File: src/design/rbsd_pkg.sv
package rbsd_pkg;

	localparam int WINDOW_LEN = 26;
	localparam int SYN_BITS   = 10;
	localparam int KIND_BITS  = 3;
	localparam int FILL_BITS  = 5;

	typedef logic [WINDOW_LEN-1:0] window_t;
	typedef logic [SYN_BITS-1:0]   syndrome_t;
	typedef logic [KIND_BITS-1:0]  kind_t;
	typedef logic [FILL_BITS-1:0]  fill_t;

	localparam kind_t KIND_A  = 3'd0;
	localparam kind_t KIND_B  = 3'd1;
	localparam kind_t KIND_C  = 3'd2;
	localparam kind_t KIND_CP = 3'd3;
	localparam kind_t KIND_D  = 3'd4;

	localparam syndrome_t OFFSET_A  = 10'b1111011000;
	localparam syndrome_t OFFSET_B  = 10'b1111010100;
	localparam syndrome_t OFFSET_C  = 10'b1001011100;
	localparam syndrome_t OFFSET_CP = 10'b1111001100;
	localparam syndrome_t OFFSET_D  = 10'b1001011000;

	localparam fill_t FILL_FULL = 5'd26;

	// Parity-check rows; row 0 goes with the oldest window bit.
	localparam syndrome_t CHECK_ROWS [WINDOW_LEN] = '{
		10'h200, 10'h100, 10'h080, 10'h040, 10'h020, 10'h010, 10'h008, 10'h004,
		10'h002, 10'h001, 10'h2DC, 10'h16E, 10'h0B7, 10'h287, 10'h39F, 10'h313,
		10'h355, 10'h376, 10'h1BB, 10'h201, 10'h3DC, 10'h1EE, 10'h0F7, 10'h2A7,
		10'h38F, 10'h31B
	};

	typedef struct packed {
		syndrome_t syndrome;
		logic      offset_found;
		kind_t     offset_kind;
	} result_t;

endpackage

File: src/design/rbsd_if.sv
interface rbsd_sample_if #(
	parameter int SAMPLE_BITS = 16
);
	logic                          valid;
	logic                          ready;
	logic signed [SAMPLE_BITS-1:0] sample;

	modport source (output valid, output sample, input ready);
	modport sink (input valid, input sample, output ready);
endinterface

interface rbsd_result_if;
	logic                    valid;
	logic                    ready;
	rbsd_pkg::syndrome_t     syndrome;
	logic                    offset_found;
	rbsd_pkg::kind_t         offset_kind;

	modport source (output valid, output syndrome, output offset_found, output offset_kind,
		input ready);
	modport sink (input valid, input syndrome, input offset_found, input offset_kind,
		output ready);
endinterface

File: src/design/rbsd_syndrome.sv
module rbsd_syndrome (
	input  rbsd_pkg::window_t window,
	output rbsd_pkg::result_t result
);

	rbsd_pkg::syndrome_t syn;

	// XOR tree over the check rows selected by window bits
	always_comb begin
		syn = '0;
		for (int r = 0; r < rbsd_pkg::WINDOW_LEN; r++) begin
			if (window[rbsd_pkg::WINDOW_LEN-1-r]) begin
				syn = syn ^ rbsd_pkg::CHECK_ROWS[r];
			end
		end
	end

	always_comb begin
		result.syndrome     = syn;
		result.offset_found = 1'b1;
		result.offset_kind  = rbsd_pkg::KIND_A;
		if (syn == rbsd_pkg::OFFSET_A) begin
			result.offset_kind = rbsd_pkg::KIND_A;
		end else if (syn == rbsd_pkg::OFFSET_B) begin
			result.offset_kind = rbsd_pkg::KIND_B;
		end else if (syn == rbsd_pkg::OFFSET_C) begin
			result.offset_kind = rbsd_pkg::KIND_C;
		end else if (syn == rbsd_pkg::OFFSET_CP) begin
			result.offset_kind = rbsd_pkg::KIND_CP;
		end else if (syn == rbsd_pkg::OFFSET_D) begin
			result.offset_kind = rbsd_pkg::KIND_D;
		end else begin
			result.offset_found = 1'b0;
		end
	end

endmodule

File: src/design/rds_block_sync_detector_top.sv
// RDS block sync detector.
// samples (sink): one signed baseband sample per transfer, sliced to a line
//   bit (1 when greater than zero). Sample pairs are Manchester decoded,
//   invalid pairs dropped, then differentially decoded into a 26-bit window.
// results (source): once the window holds 26 bits, each new decoded bit gives
//   one transfer with the window syndrome and the matched offset word
//   (A, B, C, C', D), offset_found low and offset_kind A when none matches.
// Throughput: one sample per cycle while not stalled. The decoder state and
//   window update at the sample transfer; the syndrome XOR tree sits between
//   the window register and the output register.
// Pipeline: the sample transfer that completes a pair sets pend_s1; once the
//   stage advances, it moves into out_valid_q and results.valid rises.
// Reset: all pairing and decoding state clears, the window empties and no
//   result is pending; the first sample after reset is a first half.
// Stall: while a result waits in the output register, samples.ready drops
//   and the whole pipeline holds; nothing is lost or repeated.
module rds_block_sync_detector_top #(
	parameter int SAMPLE_BITS = 16
) (
	input logic              clk,
	input logic              arst_n,
	rbsd_sample_if.sink      samples,
	rbsd_result_if.source    results
);

	logic               pair_phase_q;
	logic               first_half_q;
	logic               prev_decoded_q;
	logic               seen_first_q;
	rbsd_pkg::window_t  window_q;
	rbsd_pkg::fill_t    fill_count_q;
	logic               pend_s1;

	logic               out_valid_q;
	rbsd_pkg::result_t  out_q;

	logic               advance;
	logic               take;
	logic               line_bit;
	logic               dbit;
	logic               pair_ok;
	rbsd_pkg::fill_t    fill_next;
	rbsd_pkg::result_t  syn_result;

	assign advance  = !out_valid_q || results.ready;
	assign take     = samples.valid && advance;
	assign line_bit = !samples.sample[SAMPLE_BITS-1] && (|samples.sample);
	assign pair_ok  = pair_phase_q && (first_half_q != line_bit);
	assign dbit     = seen_first_q ? (first_half_q ^ prev_decoded_q) : first_half_q;
	assign fill_next = (fill_count_q < rbsd_pkg::FILL_FULL) ? fill_count_q + 5'd1
		: fill_count_q;

	rbsd_syndrome u_syndrome (
		.window (window_q),
		.result (syn_result)
	);

	always_ff @(posedge clk or negedge arst_n) begin
		if (!arst_n) begin
			pair_phase_q   <= 1'b0;
			first_half_q   <= 1'b0;
			prev_decoded_q <= 1'b0;
			seen_first_q   <= 1'b0;
			window_q       <= '0;
			fill_count_q   <= '0;
			pend_s1        <= 1'b0;
		end else if (advance) begin
			pend_s1 <= 1'b0;
			if (take) begin
				pair_phase_q <= !pair_phase_q;
				if (!pair_phase_q) begin
					first_half_q <= line_bit;
				end
				if (pair_ok) begin
					prev_decoded_q <= first_half_q;
					seen_first_q   <= 1'b1;
					window_q       <= {window_q[rbsd_pkg::WINDOW_LEN-2:0], dbit};
					fill_count_q   <= fill_next;
					pend_s1        <= (fill_next == rbsd_pkg::FILL_FULL);
				end
			end
		end
	end

	always_ff @(posedge clk or negedge arst_n) begin
		if (!arst_n) begin
			out_valid_q <= 1'b0;
		end else if (advance) begin
			out_valid_q <= pend_s1;
		end
	end

	// window_q still holds the flagged window when the stage advances
	always_ff @(posedge clk) begin
		if (advance && pend_s1) begin
			out_q <= syn_result;
		end
	end

	assign samples.ready        = advance;
	assign results.valid        = out_valid_q;
	assign results.syndrome     = out_q.syndrome;
	assign results.offset_found = out_q.offset_found;
	assign results.offset_kind  = out_q.offset_kind;

`ifndef SYNTHESIS
	a_fill_bound: assert property (@(posedge clk) disable iff (!arst_n)
		fill_count_q <= rbsd_pkg::FILL_FULL)
		else $error("fill count past window length");

	a_pend_full: assert property (@(posedge clk) disable iff (!arst_n)
		pend_s1 |-> fill_count_q == rbsd_pkg::FILL_FULL)
		else $error("result pending before window full");

	a_stall_only: assert property (@(posedge clk) disable iff (!arst_n)
		!samples.ready |-> out_valid_q)
		else $error("input stalled with no result waiting");

	a_kind_none: assert property (@(posedge clk) disable iff (!arst_n)
		(results.valid && !results.offset_found) |-> results.offset_kind == rbsd_pkg::KIND_A)
		else $error("offset kind set without a match");

	a_pending_moves: assert property (@(posedge clk) disable iff (!arst_n)
		(pend_s1 && advance) |=> out_valid_q)
		else $error("pending result dropped");
`endif

endmodule

File: src/flat_wrapper.sv
// flat-port wrapper written by rule: the top's interface ports become plain ports
module rds_block_sync_detector_top_flat 
#(
	parameter int SAMPLE_BITS = 16
)
  (clk, arst_n, samples_valid, samples_sample, samples_ready, results_valid, results_syndrome, results_offset_found, results_offset_kind, results_ready);
  rbsd_sample_if #(.SAMPLE_BITS(SAMPLE_BITS)) samples_i ();
  rbsd_result_if results_i ();
  input logic clk;
  input logic arst_n;
  input wire logic [$bits(samples_i.valid)-1:0] samples_valid;
  input wire logic [$bits(samples_i.sample)-1:0] samples_sample;
  output wire logic [$bits(samples_i.ready)-1:0] samples_ready;
  output wire logic [$bits(results_i.valid)-1:0] results_valid;
  output wire logic [$bits(results_i.syndrome)-1:0] results_syndrome;
  output wire logic [$bits(results_i.offset_found)-1:0] results_offset_found;
  output wire logic [$bits(results_i.offset_kind)-1:0] results_offset_kind;
  input wire logic [$bits(results_i.ready)-1:0] results_ready;
  assign samples_i.valid = samples_valid;
  assign samples_i.sample = samples_sample;
  assign samples_ready = samples_i.ready;
  assign results_valid = results_i.valid;
  assign results_syndrome = results_i.syndrome;
  assign results_offset_found = results_i.offset_found;
  assign results_offset_kind = results_i.offset_kind;
  assign results_i.ready = results_ready;
  rds_block_sync_detector_top #(.SAMPLE_BITS(SAMPLE_BITS)) u_core (.clk(clk), .arst_n(arst_n), .samples(samples_i), .results(results_i));
endmodule
File: config.mk
export PLATFORM = sky130hd
export DESIGN_NAME = rds_block_sync_detector_top_flat
export DESIGN_NICKNAME = d
export VERILOG_FILES = /design/src/design/rbsd_pkg.sv /design/src/design/rbsd_if.sv /design/src/design/rbsd_syndrome.sv /design/src/design/rds_block_sync_detector_top.sv /design/src/flat_wrapper.sv
export SDC_FILE = /design/constraint.sdc
export NUM_CORES = 1
export LEC_CHECK = 0
export BUFFER_PORTS_ARGS = -buffer_cell sky130_fd_sc_hd__clkbuf_2
export CORE_ASPECT_RATIO = 1.25
export CORE_MARGIN = 4
export CORE_UTILIZATION = 35
export CTS_CLUSTER_DIAMETER = 80
export CTS_CLUSTER_SIZE = 14
export DETAILED_ROUTE_END_ITERATION = 10
export PLACE_DENSITY = 0.6
export SLEW_MARGIN = 20
export SYNTH_ARGS = -nofsm -noshare
export SYNTH_HDL_FRONTEND = slang
export SYNTH_HIERARCHICAL = 1
export SYNTH_SLANG_ARGS = --single-unit
File: constraint.sdc
create_clock -name clk -period 3 [get_ports clk]
set_input_delay 0.75 -clock clk [delete_from_list [all_inputs] [get_ports clk]]
set_output_delay 0.75 -clock clk [all_outputs]
set_load 0.01 [all_outputs]
# Word-level counts from Yosys, hierarchy flattened
# Index checks and enable logic that the tools add are counted.
# totals
reg_bits,51
output_inout_bits,16
# classes
addsub,1
n_lt_le_gt_ge,1
eq_ne,7
mux,35
n_bitwise,27
n_reduce_logical,14
# op_table
operator,n
$mux W10,12
$eq A10 B10 Y1 const B,5
$not A7 Y7,6
$mux W9,4
$not A6 Y6,6
$mux W8,3
$reduce_or A16 Y1,1
$mux W5,2
$not A1 Y1,10
$not A5 Y5,2
$not A8 Y8,1
$mux W7,1
$mux W1,6
$mux W2,3
$mux W3,2
$mux W6,1
$reduce_and A3 Y1,2
$add A5 B1 Y5 const B,1
$eq A5 B5 Y1 const B,1
$lt A5 B5 Y1 const B,1
$logic_and A1 B1 Y1,4
$mux W4,1
$reduce_or A4 Y1,1
$logic_not A1 Y1,3
other kinds (6),6

# Logic depth before layout (Yosys ltp)
# Gate-level depths: netlist of the first run.
# depth
word_depth,55
depth_mapped,7
depth_no_buf,7

# By module
# The synthesis of the first run kept the hierarchy.
# by_module_without_submodules
module,instances,cells_per_inst,area_each_um2,seq_area_each_um2
rds_block_sync_detector_top,1,144,2153.3,1346.3
rbsd_syndrome,1,68,705.7,0.0

# Least setup slack after synthesis of the first run
# OpenSTA, ideal clock, no wires.
# synth_path
kind,input to register
from,in samples_sample[1]
to,reg u_core.window_q[10]
setup_ns,0.125
arrival_ns,2.148
t_required_ns,2.875
setup_slack_ns,0.727
path_stages,5
path_buffers,1
path_cell_list,nor4_1 a41o_2 mux2i_4 buf_6 mux2_4
# synth_via
elab_chain_cells,5
# synth_rtl
item,line,source
from (decl),flat_wrapper.sv:12,input wire logic [$bits(samples_i.sample)-1:0] samples_sample;
$reduce_or A16 Y1,rds_block_sync_detector_top.sv:47,assign line_bit = !samples.sample[SAMPLE_BITS-1] && (|samples.sample);
$logic_and A1 B1 Y1,rds_block_sync_detector_top.sv:47,
$ne A1 B1 Y1,rds_block_sync_detector_top.sv:48,assign pair_ok = pair_phase_q && (first_half_q != line_bit);
$logic_and A1 B1 Y1,rds_block_sync_detector_top.sv:48,
$reduce_and A3 Y1 (no source line),n/a,
to (signal assigned),rds_block_sync_detector_top.sv:77,"window_q <= {window_q[rbsd_pkg::WINDOW_LEN-2:0], dbit};"
to (decl),rds_block_sync_detector_top.sv:30,rbsd_pkg::window_t window_q;
# No other way between the ends.
# A chain may end at the register's enable or synchronous reset.

# Final worst setup path of the first run
# layout_path
from,reg u_core.window_q[7]
to,"reg u_core.out_q, in the netlist u_core/results.offset_kind[1], data pin"
# layout_via
elab_chain_cells,16
elab_cells_between_ends,22
# layout_rtl
item,line,source
$mux W9 (*),rbsd_syndrome.sv:12,if (window[rbsd_pkg::WINDOW_LEN-1-r]) begin
$not A2 Y2 (no source line) / $mux W10 (equally long branches),n/a,
$mux W10 (*) (2 in a row),rbsd_syndrome.sv:12,
$mux W9 (*),rbsd_syndrome.sv:12,
$not A7 Y7 (no source line) / $mux W9 (equally long branches),n/a,
$mux W8 / $not A7 Y7 (equally long branches),n/a,
$not A6 Y6 (no source line) / $mux W8 (equally long branches),n/a,
$mux W10 (*),rbsd_syndrome.sv:12,
$not A7 Y7 (no source line) / $mux W10 (equally long branches),n/a,
$mux W10 (*),rbsd_syndrome.sv:12,
$not A6 Y6 (no source line) / $mux W10 (equally long branches),n/a,
$mux W10 (*),rbsd_syndrome.sv:12,
$eq A10 B10 Y1,rbsd_syndrome.sv:28,end else if (syn == rbsd_pkg::OFFSET_CP) begin
$mux W2,rbsd_syndrome.sv:28,
$mux W2,rbsd_syndrome.sv:26,end else if (syn == rbsd_pkg::OFFSET_C) begin
to (signal assigned),rds_block_sync_detector_top.sv:96,out_q <= syn_result;
to (decl),rds_block_sync_detector_top.sv:35,rbsd_pkg::result_t out_q;
# Mark *: on every way between the ends. The rest lies on a longest branch, timed or not.

==> qor.txt, run 1 <==
Top FF cell, synth: dfrtp_1
Leakage power: 0.00145 µW
MaxCap Viol Count: 0
Initial antenna violation count: 0
Syn avg cell area: 13.5 µm²
Total negative slack: 0 ns
Final setup vio count: 0
CTS Buf Count: 5
Cts repair resizes: 0
Largest area contributor in the netlist: dfrtp_1
Final Hold Viols: 0
CP startpoint kind: flip-flop
Setup Crit Path Kind: flip-flop to flip-flop
Yosys reg bits: 51
# hold bufs at CTS: 0
Post-synth EDFFs: 14
Worst hold-check path type: flip-flop to flip-flop
WL/cell: 14.1 µm
Skew final: 0.00500 ns
Sw Ratio: 39.2%
Root buffer cell: clkbuf_8
RePlAce Congestion: 0.707
DRC violations left: 0
Critical Path Sink Type: flip-flop
Worst vdd ir: 0.000642 V
Async SR Flop Fraction: 72.5%
Max transition margin: 37.7%
Initial core utilization: 36.3%
F_max: 0.416 GHz
TritonCTS clock tree: built
Rows: 36
Post-place instance area: 3120 µm²
CP peak stage delay: 0.52 ns
Post-Place Setup Slack: 0.551 ns
Aggregate global-route resource usage: 10.8%
Crit-path cells: xnor3_2, xnor3_2, xnor2_2, and3_1, o211ai_2, nor4b_2
Part of the power in registers: 28.8%
DR iter-0 viols: 84
Logic pwr share: 58.7%
Crit Path Max Fanout: 5
Antenna-violating nets left: 0
Switching pwr: 1560 µW
Area delta synth->final: 13.3%
Min Hold Slack: 0.501 ns
Period utilization: 80.1%
Largest net degree at the start of global routing: 38
P_int: 2420 µW
Final net count: 268
Clock share of power: 12.5%
Crit path buf inv count: 0
RSZ-0062 raised after global routing: no
Slew Limit Fails: 0
Diode count: 0
Final HPWL DP: 3.51 mm
Yosys Warn Count: 6
Required @ worst endpoint: 3.14 ns
Pwr/cell area: 1230 nW/µm²
First-pass GRT wire length: 8.00 mm
Die area: 9690 µm²
Post-Syn Nets: 233
Synth top area share: 32.4%
Clk_lat worst skew: 0.31 ns
Via count: 1673
Die W: 88.8 µm
Cell mode on critical path: xnor3_2
Share of layout cells above drive strength 1: 35.1%
Setup WS post-layout: 0.597 ns
# port buffers: 35
H-tree depth: 2
Number of global-route vias before repair: 1650
Sequential area share after synthesis: 47.1%
Routed WL: 4.83 mm
Router iterations before antenna repair: 4
Clock sinks: 51
Synth area leaders: dfrtp_1 (32%), edfxtp_1 (15%), mux2_4 (11%)
Cells after Synth: 212
Clock transition at path regs: 0.10 ns
Post-CTS Repair Setup Buffers: 0
Total gr overflow: 0
CP Data Arrival Time: 2.55 ns
Final Cell Area: 3240 µm²
Die Y: 109 µm
# fillers: 731
Core area: 7880 µm²
Worst Tran Pin Value: 0.934 ns
Post-synth cell types: 47
Post-DR vias/cell: 4.88
Crit-path leading delay family: XOR/XNOR gates
I/O pins: 36
CTS Buffer Depth: 2
Post-layout min period: 2.40 ns
Status: complete, no violations
Cell Area, Synth: 2860 µm²
CP max stage cell: xnor3_2
final cells by class:
| class | count | area, µm² | share of cell area (%) |
|---|---|---|---|
| timing repair buffer | 37 | 203 | 6.26 |
| clock buffer | 5 | 68.8 | 2.12 |
| tap | 95 | 119 | 3.67 |
| inverter | 6 | 22.5 | 0.695 |
| clock inverter | 3 | 47.5 | 1.47 |
| multi-input combinational | 146 | 1430 | 44.2 |
| sequential | 51 | 1350 | 41.6 |
registers in the layout, summed over array words and instances (netlist names):
register / flops
u_core/seen_first_q: 1
u_core/pair_phase_q: 1
u_core/results.valid: 1
u_core/results.offset_kind: 3
u_core/prev_decoded_q: 1
u_core/results.syndrome: 10
u_core/window_q: 26
u_core/first_half_q: 1
u_core/pend_s1: 1
u_core/fill_count_q: 5
u_core/results.offset_found: 1
power groups by stage:
stage	sequential, µW	clock [µW]	combinational (µW)
2_1_floorplan	1060	0	2090
3_3_place_gp	1150	0	2330
3_5_place_dp	1160	0	2350
4_1_cts	1150	515	2360
5_1_grt	1170	538	2550
6_report	1150	497	2330
cell usage after synthesis, drive strengths merged, types with 4 or more instances:
cell type / count
xor2: 12
buf: 4
dfrtp: 37
mux2: 25
nand3: 5
xnor2: 29
edfxtp: 14
inv: 6
o21ai: 4
xnor3: 8
nor3: 5
nand2: 10
a21oi: 6
clkbuf: 5
logic make-up after synthesis:
family / Yosys count / synth area share (%)
buf+inv: 15 / 2.80
simple gates: 43 / 8.75
flops: 51 / 47.1
compound gates: 25 / 6.17
mux: 27 / 13.7
xor+xnor: 50 / 21.0
fa+ha+maj: 1 / 0.438
stage by stage:
stage	total power (µW)	util, %	instances
detailed placement	3510	39.6	335
finish	3980	41.1	343
global route	4260	41.1	343
CTS	4020	41.1	343
global placement	3480	39.6	335
floorplan	3150	-	212
path summary, 6_finish.rpt:
path | startpoint | to | slack, ns | depth (start not counted)
setup / recovery | u_core/window_q[7] | u_core/results.offset_kind[1] | 0.60 | 6
min in group asynchronous | arst_n | u_core/results.valid | 0.57 | 1
hold / removal | u_core/pend_s1 | u_core/results.valid | 0.50 | 1
hold reg to reg | u_core/pend_s1 | u_core/results.valid | 0.50 | 1
max in group asynchronous | arst_n | u_core/window_q[1] | 1.86 | 1
setup reg to reg | u_core/window_q[7] | u_core/results.offset_kind[1] | 0.60 | 6
worst reg2reg max path: cells and delay by family (launching register included):
| kind | cells | cell delay, ns |
|---|---|---|
| AOI/OAI and AO/OA | 1 | 0.13 |
| xor gates and xnor gates | 3 | 1.19 |
| DFF | 1 | 0.48 |
| and+or+nand+nor | 2 | 0.44 |
metal layers:
layer	global-route usage [%]	wire length [µm]
met1	13.3	2160
met4	3.89	61
met3	2.72	179
met5	0	0
met2	18.3	2420
cells in the final DEF (no fill, tap or decap), types with 3 or more instances in the layout:
| cell type | count |
|---|---|
| nand4_1 | 3 |
| nor3_1 | 3 |
| nand2b_1 | 3 |
| xor2_1 | 11 |
| nor4_1 | 3 |
| nand2_1 | 10 |
| inv_1 | 6 |
| mux2_2 | 4 |
| a31oi_1 | 3 |
| xnor2_2 | 3 |
| edfxtp_1 | 14 |
| clkbuf_8 | 5 |
| xnor3_2 | 6 |
| dfrtp_1 | 37 |
| clkbuf_2 | 35 |
| mux2_4 | 21 |
| xnor2_1 | 26 |
| and3_1 | 3 |
| nand3_1 | 5 |
| o21ai_0 | 4 |
| a21oi_1 | 6 |
Power figures use the tool's default switching activity.
==> run 2, diff against run 1 <==
PLACE_DENSITY = 0.62   (was 0.6)
clock period = 2.2 ns   (was 3 ns; I/O delays follow)
==> run 2 against run 1 <==
Net effect:
- sequential share of layout area down 3.4 points
- flip-flop and latch count unchanged
- first-iteration DRC count down 27%
- largest power group unchanged
==> qor.txt, run 2 (synthesis results as in run 1) <==
DRC violations left: 0
Antenna-violating nets left: 0
Share of layout cells above drive strength 1: 46.9%
Clock transition at path regs: 0.09 ns
Part of the power in registers: 23.6%
# fillers: 716
Core area: 7880 µm²
Sw Ratio: 38.5%
CP max stage cell: xnor3_2
Die Y: 109 µm
Slew Limit Fails: 0
Final net count: 296
Status: complete, no violations
TritonCTS clock tree: built
Max reg flops: 26
Area delta synth->final: 23.7%
CTS Buffer Depth: 2
P_int: 3980 µW
Commonest non-fill, non-tap cells in the layout: clkbuf_2 (35), dfrtp_1 (35), buf_4 (29)
Total gr overflow: 0
Worst vdd ir: 0.000938 V
Number of global-route vias before repair: 1736
Clock share of power: 7.8%
Final setup vio count: 0
Die W: 88.8 µm
Logic pwr share: 68.5%
Clock sinks: 51
Crit path buf inv count: 0
Aggregate global-route resource usage: 11.6%
Leakage power: 0.00162 µW
Rows: 36
RSZ-0062 raised after global routing: yes
Cell mode on critical path: xnor3_2
Most flop-heavy register: u_core/window_q
Final Hold Viols: 0
Crit-path cells: xnor3_2, xnor3_2, xnor2_2, and3_1, o211ai_2, nor4b_2
# port buffers: 35
Period utilization: 95.6%
Tot Pwr: 6470 µW
Post-layout min period: 2.10 ns
Worst reg2reg path depth: 6
CTS Buf Count: 5
RePlAce Congestion: 0.776
Final HPWL DP: 3.88 mm
Largest net degree at the start of global routing: 38
First-pass GRT wire length: 8.56 mm
# hold bufs at CTS: 0
Crit-path leading delay family: XOR/XNOR gates
DR iter-0 viols: 61
Routed WL: 5.27 mm
Max transition margin: 67.7%
Multi-input logic area: 1560 µm²
Switching pwr: 2490 µW
CP peak stage delay: 0.47 ns
Skew final: 0.00621 ns
WL/cell: 14.2 µm
Router iterations before antenna repair: 4
Diode count: 0
Critical Path Sink Type: flip-flop
I/O pins: 36
Crit Path Max Fanout: 4
Via count: 1765
Root buffer cell: clkbuf_8
R2R Setup Slk: 0.1 ns
Reg-to-Reg End: u_core/results.offset_kind[1]
H-tree depth: 2
Clk_lat worst skew: 0.30 ns
Setup Crit Path Kind: flip-flop to flip-flop
Post-place instance area: 3310 µm²
Final Cell Area: 3540 µm²
MaxCap Viol Count: 0
Worst Tran Pin Value: 0.485 ns
Required @ worst endpoint: 2.34 ns
Initial core utilization: 36.3%
CP Data Arrival Time: 2.24 ns
Die area: 9690 µm²
Total negative slack: 0 ns
Worst hold-check path type: input pin to async pin
F_max: 0.475 GHz
Reg2Reg Launch Point: u_core/window_q[13]
Pwr/cell area: 1830 nW/µm²
Post-DR vias/cell: 4.77
CP startpoint kind: flip-flop
Initial antenna violation count: 0
Register area: 1350 µm²
## run 2: changes by cell type in the layout (fill, tap and decap cells not counted), sizes merged
cell,previous run,this run
clkinv,1,0
buf,2,30
inv,7,6
clkbuf,40,42
bufinv,1,0
## run 2: layer usage
metal | share of wire [%] | GRT usage (%) | up-vias
met3 | 4.1 | 2.72 | 2
met1 | 43 | 14.5 | 855
met4 | 0.47 | 2.92 | 0
met2 | 52 | 19.9 | 33
met5 | 0 | 0 | -
li1 | - | - | 875
## run 2: metrics by stage
stage               util (%)  hold WS [ns]  setup WS, ns  cells
detailed placement      42.0         0.477       -0.0707    360
CTS                     43.2         0.301        0.0130    368
floorplan                  -         0.254        0.0304    212
finish                  44.9         0.278        0.0968    370
global placement        42.0         0.478       -0.0455    360
global route            44.9         0.326       -0.0230    370
## run 2: repair_timing
action / in CTS / in global routing
gates resized for setup: 2 / 18
setup endpoints to repair: 3 / 4
pin swaps: 5 / 5
setup buffers: 1 / 2
cloned: 0 / 0
## run 2: worst max-delay path by stage
stage                                               end                 from  slack [ns]  cells past startpoint
after floorplan           u_core/results.offset_kind[1]   u_core/window_q[7]        0.03                      6
final                     u_core/results.offset_kind[1]  u_core/window_q[13]         0.1                      6
after global placement    u_core/results.offset_kind[1]   u_core/window_q[4]       -0.05                      6
after detailed placement  u_core/results.offset_kind[1]   u_core/window_q[4]       -0.07                      6
after global routing      u_core/results.offset_kind[1]   u_core/window_q[1]       -0.02                      6
after CTS                 u_core/results.offset_kind[1]   u_core/window_q[8]        0.01                      6
## run 2: area by class of cell
class / instances / area share [%]
Inverter: 6 / 0.637
Tap cell: 95 / 3.36
Sequential cell: 51 / 38.1
Clock buffer: 7 / 2.16
Timing Repair Buffer: 65 / 11.7
Multi-Input combinational cell: 146 / 44.0
## run 2: power by group through the flow
| stage | sequential, µW | combinational (µW) | clock, µW |
|---|---|---|---|
| floorplan | 1450 | 2850 | 0 |
| finish | 1530 | 4430 | 506 |
| CTS | 1520 | 3880 | 525 |
| global route | 1560 | 4780 | 558 |
| global placement | 1520 | 3880 | 0 |
| detailed placement | 1540 | 3920 | 0 |
## run 2: worst register-to-register path: stages (launching register included)
cell,delay [ns]
dfrtp_2,0.41
xnor3_2,0.47
xnor3_2,0.31
xnor2_2,0.20
and3_1,0.20
o211ai_2,0.12
nor4b_2,0.23
